--- config.mk ---
export PLATFORM = sky130hd
export DESIGN_NAME = i2ctw_div
export DESIGN_NICKNAME = d
export VERILOG_FILES = /design/src/i2ctw_pkg.sv /design/src/i2ctw_div.sv
export SDC_FILE = /design/constraint.sdc
export NUM_CORES = 2
export LEC_CHECK = 0
export BUFFER_PORTS_ARGS = -buffer_cell sky130_fd_sc_hd__clkbuf_2
export CAP_MARGIN = 20
export CORE_MARGIN = 2
export CORE_UTILIZATION = 46
export CTS_BUF_LIST = sky130_fd_sc_hd__clkbuf_8 sky130_fd_sc_hd__clkbuf_16
export DETAILED_ROUTE_END_ITERATION = 8
export PLACE_DENSITY = 0.63
export RECOVER_POWER = 100
export SETUP_SLACK_MARGIN = 0.3
export SYNTH_ARGS = -nofsm -noshare
export SYNTH_HDL_FRONTEND = slang
export SYNTH_MEMORY_MAX_BITS = 65536
export SYNTH_SLANG_ARGS = --single-unit
--- constraint.sdc ---
create_clock -name clk_i -period 5.8 [get_ports clk_i]
set_input_delay 0.58 -clock clk_i [delete_from_list [all_inputs] [get_ports clk_i]]
set_output_delay 0.58 -clock clk_i [all_outputs]
set_load 0.005 [all_outputs]
--- src/i2ctw_pkg.sv ---
// ----------------------------------------------------------------------------
// i2ctw_pkg
// Shared widths, constants and types for the I2C timing word calculator.
// ----------------------------------------------------------------------------
package i2ctw_pkg;

  localparam int unsigned SpeedW = 20;
  localparam int unsigned ClkW   = 28;
  localparam int unsigned DivW   = 28;  // dividend / quotient width
  localparam int unsigned DsrW   = 20;  // divisor width
  localparam int unsigned QW     = 7;   // small constant-division quotients
  localparam int unsigned CntW   = 9;   // clamped count, 1..256
  localparam int unsigned SumW   = 10;  // high + low + sync

  localparam logic [ClkW-1:0] BusClkReset = 28'd42000000;

  localparam logic [SpeedW-1:0] FastLimitHz = 20'd400000;
  localparam logic [SpeedW-1:0] StdLimitHz  = 20'd100000;

  localparam logic [6:0] FpHighNum   = 7'd88;
  localparam logic [6:0] FastHighNum = 7'd81;
  localparam logic [6:0] StdHighNum  = 7'd115;

  // reciprocal multipliers, floor(2^32 / divisor)
  localparam int unsigned RcpShift = 32;
  localparam int unsigned RcpW     = 11;
  localparam logic [RcpW-1:0] Rcp4M  = 11'd1073;
  localparam logic [RcpW-1:0] Rcp10M = 11'd429;
  localparam logic [RcpW-1:0] Rcp20M = 11'd214;
  localparam logic [24:0] Div4M  = 25'd4000000;
  localparam logic [24:0] Div10M = 25'd10000000;
  localparam logic [24:0] Div20M = 25'd20000000;

  localparam logic [3:0]      DelayMax = 4'd15;
  localparam logic [CntW-1:0] CountMax = 9'd256;

  typedef enum logic [1:0] {
    ModeStd  = 2'd0,
    ModeFast = 2'd1,
    ModeFp   = 2'd2
  } mode_e;

  typedef struct packed {
    logic [SpeedW-1:0] speed;
    logic [ClkW-1:0]   clk;
    logic [3:0]        psc;
    logic [ClkW-1:0]   iclk;
    logic [3:0]        scl_dly;
    logic [3:0]        sda_dly;
    logic [CntW-1:0]   hi;
    logic [CntW-1:0]   lo;
  } side_t;

endpackage

--- src/i2ctw_div.sv ---
// ----------------------------------------------------------------------------
// i2ctw_div
// Pipelined restoring divider, one quotient bit per stage, with sideband.
// ----------------------------------------------------------------------------
module i2ctw_div (
  input  logic                      clk_i,
  input  logic                      rst_ni,
  input  logic                      en_i,
  input  logic                      valid_i,
  input  logic [27:0]               dividend_i,
  input  logic [19:0]               divisor_i,
  input  i2ctw_pkg::side_t          side_i,
  output logic                      valid_o,
  output logic [27:0]               quotient_o,
  output i2ctw_pkg::side_t          side_o
);
  import i2ctw_pkg::*;

  logic [DivW-1:0] vld_q;
  logic [DivW-1:0] wrd_q [DivW];
  logic [DsrW-1:0] rem_q [DivW];
  logic [DsrW-1:0] dsr_q [DivW];
  side_t           side_q [DivW];

  for (genvar g = 0; g < DivW; g++) begin : gen_stage
    logic            vld_in;
    logic [DivW-1:0] wrd_in;
    logic [DsrW-1:0] rem_in;
    logic [DsrW-1:0] dsr_in;
    side_t           side_in;
    logic [DsrW:0]   trial;
    logic [DsrW:0]   diff;
    logic            ge;

    if (g == 0) begin : gen_first
      assign vld_in  = valid_i;
      assign wrd_in  = dividend_i;
      assign rem_in  = '0;
      assign dsr_in  = divisor_i;
      assign side_in = side_i;
    end else begin : gen_next
      assign vld_in  = vld_q[g-1];
      assign wrd_in  = wrd_q[g-1];
      assign rem_in  = rem_q[g-1];
      assign dsr_in  = dsr_q[g-1];
      assign side_in = side_q[g-1];
    end

    assign trial = {rem_in, wrd_in[DivW-1]};
    assign diff  = trial - {1'b0, dsr_in};
    assign ge    = trial >= {1'b0, dsr_in};

    always_ff @(posedge clk_i or negedge rst_ni) begin
      if (!rst_ni) begin
        vld_q[g] <= 1'b0;
      end else if (en_i) begin
        vld_q[g] <= vld_in;
      end
    end

    always_ff @(posedge clk_i) begin
      if (en_i) begin
        wrd_q[g]  <= {wrd_in[DivW-2:0], ge};
        rem_q[g]  <= ge ? diff[DsrW-1:0] : trial[DsrW-1:0];
        dsr_q[g]  <= dsr_in;
        side_q[g] <= side_in;
      end
    end
  end

  assign valid_o    = vld_q[DivW-1];
  assign quotient_o = wrd_q[DivW-1];
  assign side_o     = side_q[DivW-1];

endmodule

=== Word level (Yosys, flattened, before mapping) ===
Memories as Yosys holds them, arrays and structs flattened.
Index checks and enable logic that the tools add are counted.
W data, S select, Z words.

* Word-level logic and storage cells: 118
* Memory bits (read-only): 0
* Bits in writable memories: 4,872
* Output and inout bits: 135
* Bits in latches: 0
* Input bits: 158
* Memories: 4
* Flip-flop bits (word level): 28

{| class="wikitable"
|+ Memory list
! name !! depth !! width !! rd ports !! clocked after Yosys merged registers in !! wr ports !! RTL line !! RTL
|-
| side_q || 28 || 106 || 28 || 0 || 28 || i2ctw_div.sv:23 || <nowiki>side_t side_q [DivW];</nowiki>
|-
| wrd_q || 28 || 28 || 28 || 0 || 28 || i2ctw_div.sv:20 || <nowiki>logic [DivW-1:0] wrd_q [DivW];</nowiki>
|-
| dsr_q || 28 || 20 || 27 || 0 || 28 || i2ctw_div.sv:22 || <nowiki>logic [DsrW-1:0] dsr_q [DivW];</nowiki>
|-
| rem_q || 28 || 20 || 27 || 0 || 28 || i2ctw_div.sv:21 || <nowiki>logic [DsrW-1:0] rem_q [DivW];</nowiki>
|}

* Magnitude comparators: 28
* Multiply operators: 0
* Eq/ne operators: 0
* Reductions and logical operators: 0
* Muxes and demuxes: 30
* Divide/modulo/power cells: 0
* Bitwise logic cells: 0
* Shift-type cells: 0
* $add $sub $neg: 28

{| class="wikitable"
|+ Operators by type and width
! kind !! number
|-
| $ge A21 B20 Y1 || 27
|-
| $mux W20 || 28
|-
| $sub A20 B20 Y20 || 27
|-
| $ge A1 B20 Y1 || 1
|-
| $sub A1 B20 Y20 || 1
|-
| $mux W1 || 2
|}

=== Depth between registers and ports, before layout ===
An unclocked memory read counts as a cell.

* Depth in word-level cells: 3
* Gate-level depth with buffers: 13
* Depth with buffers taken out: 12

=== Worst setup path after synthesis ===
Ideal clock, no wire load.

* Path kind: reg-to-reg
* Start: memory dsr_q[3][1]
* End: memory rem_q[4][13] (data pin)
* Setup slack: 2.594 ns
* Setup time: 0.260 ns
* Required time: 5.540 ns
* Arrival: 2.946 ns
* Period minus slack after synthesis: 3.206 ns
* Cell stages (with the launch flop): 13
* Path buffers: 1
* Cells stage by stage: edfxtp_1 -> inv_1 -> ha_1 -> nor2b_4 -> o31a_1 -> o41a_1 -> o41ai_2 -> nand3b_1 -> a221oi_2 -> nand2_1 -> a41oi_2 -> buf_6 -> mux2_2

{| class="wikitable"
|+ RTL lines
! element !! RTL line
|-
| start: declaration || i2ctw_div.sv:22
|-
| end: declaration || i2ctw_div.sv:21
|}

==> results.yml <==
setup_path:
  setup.worst_path.start_class: "register"
  timing.critical_path.required_ps: 6510
  end_kind: "register"
  critical_path.endpoint: "rem_q[10][5]"
  worstSetupPathType: "register to register"
  regToRegStartpoint: "dsr_q[9][1]"
  worstSetupPathDepth: 12
  r2r_slack_ps: 1020
  crit_path_max_fanout: 21
  worst_r2r_path_depth: 12
  cp.arrival_ps: 5490
  cp_slowest_stage_delay_ps: 1040
  crit_start: "dsr_q[9][1]"
  critical-path-top-delay-family: "compound AO/OA/AOI/OAI gates"
  critical_path.most_common_cell: "sky130_fd_sc_hd__a21oi_1"
  crit_buf_inv: 2
  path_cells: "inv_1 -> ha_1 -> nor2b_1 -> o21bai_1 -> a21oi_1 -> o22ai_2 -> o21ai_0 -> a221oi_1 -> a21oi_1 -> a2111oi_4 -> clkbuf_1 -> mux2_2"
  worst_r2r_endpoint: "rem_q[10][5]"
  cpMaxStageDelayCell: "sky130_fd_sc_hd__clkbuf_1"
clock_tree:
  ctsRootBufferMaster: "sky130_fd_sc_hd__clkbuf_16"
  cts-hold-fix-buffers: 156
  cts_htree_levels: 6
  cts_inserted_buffers: 518
  cts.reportedPaths.clkPinSlew_ps: 60
  cts.repair.resized: 0
  max-clock-path-buffers: 4
  cts.repair_timing.setup_buffer_count: 0
  clock_latency_ps: 980
  clock_sink_count: 4860
  tritoncts: "done"
yosys:
  yosys_warnings: 0
  synth_top_cell_by_area: "sky130_fd_sc_hd__edfxtp_1"
  yosysUniqueCellTypes: 80
  synth_nets: 10400
  syn-instance-count: 9677
  synth-async-reset-ratio_pct: 0.5761
  netlist_top_cells_area: "sky130_fd_sc_hd__edfxtp_1 (81%), sky130_fd_sc_hd__ha_1 (3.8%), sky130_fd_sc_hd__mux2_2 (2.2%)"
  synth_seq_area_share_pct: 81.36
  syn-cell-area_um2: 179200
  yosys.cell_count.top_type: "sky130_fd_sc_hd__edfxtp_1"
  synth-main-ff-cell: "sky130_fd_sc_hd__edfxtp_1"
  yosys-top-cells-count: "sky130_fd_sc_hd__edfxtp_1 (4832), sky130_fd_sc_hd__inv_1 (692), sky130_fd_sc_hd__ha_1 (542)"
  post-synth-top-area-fraction_pct: 80.97
  synth.ff_latch_count: 4860
  synth-edff-count: 4832
  syn_area_per_cell_um2: 18.52
sta:
  number_of_endpoints_with_negative_hold_slack_in_the_final_report: 0
  rsz0062_at_grt: "no"
  minimum_setup_slack_in_the_final_design_ps: 1019
  drv_slew: 1072
  timing.final.setup_violations: 0
  finalCritPeriodShare_pct: 82.43
  finalWorstPathRequiredPeriod_ps: 4781
  worst_pin_slew_ps: 4176
  max_freq_mhz: 209.2
  maxSlewHeadroom_pct: -178.4
  skew_ps: 56.59
  final.setup.tns_ps: 0
floorplan:
  die-width_um: 628.2
  floorplan.initialDensity_pct: 46.13
  core_um2: 388500
  die_area_um2: 394600
  ios: 293
  fp-row-count: 229
  die_height_um: 628.2
routing:
  num_vias: 81600
  route.detailed.wl_per_inst_um: 17.12
  route.final.wire_length_mm: 278.3
  antenna_violation_net_count_after_detailed_routing: 0
  detailedRoute.firstIterationViolations: 5520
  drt-vias-per-instance: 5.019
  drt-pass1-iter-count: 6
  drcViolationCount: 0
power_and_ir_drop:
  worst_vdd_ir_uv: 340.3
  p_per_area_nw_per_um2: 473.7
  total_power_uw: 97140
  power_leakage_uw: 0.07477
global_route:
  first_global_vias: 83860
  met3_usage_pct: 2.487
  gr-total-overflow: 0
  global_route.peak_usage_layer: "met2"
  grt_util_met1_pct: 17.04
  grt_max_degree: 178
  globalRouteMet2Util_pct: 24.04
  antenna_found_initial: 5
  grt_pass1_wl_mm: 444.5
  globalRouteTotalUtil_pct: 13.80
cells_and_area:
  area_delta_synth_final_pct: 14.44
  nNetsFinal: 11390
  fillCellCount: 30600
  post_route_cells_drive_above_1_share_pct: 11.41
placement:
  hpwl_mm: 176.5
  buffer_ports.inserted: 292
  post-place-ws_ps: 1615
  place_congestion: 0.8792
run_status:
  status: "finished, violations left"
  failed_checks: "capacitance limit, slew limit"
job:
  max-cap-violations: 18
hold_path:
  hp-class: "primary input to register"
==> cell families after synthesis <==
| kind of cell | Yosys count | synth area share (%) |
|---|---|---|
| flops | 4860 | 81.36 |
| xor+xnor | 390 | 1.906 |
| mux | 397 | 2.464 |
| simple gates | 1262 | 3.440 |
| buf+inv | 800 | 1.721 |
| fa+ha+maj | 568 | 4.075 |
| compound gates | 1400 | 5.038 |
==> worst min-delay path by stage <==
stage	start	endpoint	slack, ps	cells past startpoint
CTS	rst_ni	gen_stage[18].vld_in	60	2
global route	side_i[49]	side_q[0][49]	230	2
finish	side_i[2]	side_q[0][2]	320	2
detailed placement	side_q[0][54]	side_q[0][160]	400	0
floorplan	rst_ni	gen_stage[10].vld_in	280	0
global placement	wrd_q[10][52]	wrd_q[11][25]	400	0
==> final cells by class <==
cell class / instances / area (um2) / share of cell area, %
well taps: 5197 / 6502 / 3.171
flip-flops and latches: 4860 / 145800 / 71.09
diodes: 5 / 12.51 / 0.006101
multi-input cells: 4017 / 30290 / 14.77
clock buffers: 527 / 13150 / 6.414
repair buffers: 578 / 3751 / 1.829
clock inverters: 382 / 2977 / 1.451
inverters: 692 / 2597 / 1.267
==> stage by stage <==
stage	std cells	hold slack [ps]	area [um2]	util, %
after floorplan	9677	284.4	179200	-
after CTS	16250	60.91	205800	52.97
final	16260	316.3	205100	52.78
after detailed placement	15180	404.5	188100	48.42
after global placement	15180	400.0	188000	48.39
after global routing	16250	227.1	205100	52.78
==> routing by layer <==
metal / share of wire, % / vias up
met1: 42 / 40150
met3: 3.9 / 705
li1: - / 39210
met4: 3.9 / 0
met5: 0 / -
met2: 50 / 1538
==> layout by cell type, fill, tap and decap left out, drive strengths merged, types with 102 or more instances in the layout <==
| cell | count |
|---|---|
| a21o | 206 |
| a21oi | 453 |
| clkbuf | 924 |
| clkinv | 204 |
| dlygate4sd3 | 156 |
| edfxtp | 4832 |
| ha | 542 |
| inv | 839 |
| mux2 | 353 |
| nand2 | 231 |
| nand3 | 102 |
| nor2 | 409 |
| o21ai | 256 |
| xnor2 | 262 |
| xor2 | 128 |
==> sequential cells by signal, indices dropped and copies added, names as in the netlist <==
name,flops
side_q,2968
wrd_q,784
dsr_q,540
rem_q,540
gen_stage.vld_in,27
valid_o,1
==> where the power goes <==
group          switching [uW]  leakage [uW]  total [uW]  internal (uW)
Combinational           11200        0.0189       20500           9260
Clock                   13100       0.00833       30800          17700
Sequential               1770        0.0476       45900          44100
Total                   26100        0.0748       97100          71000
No activity file was read; power rests on OpenSTA's default activity.
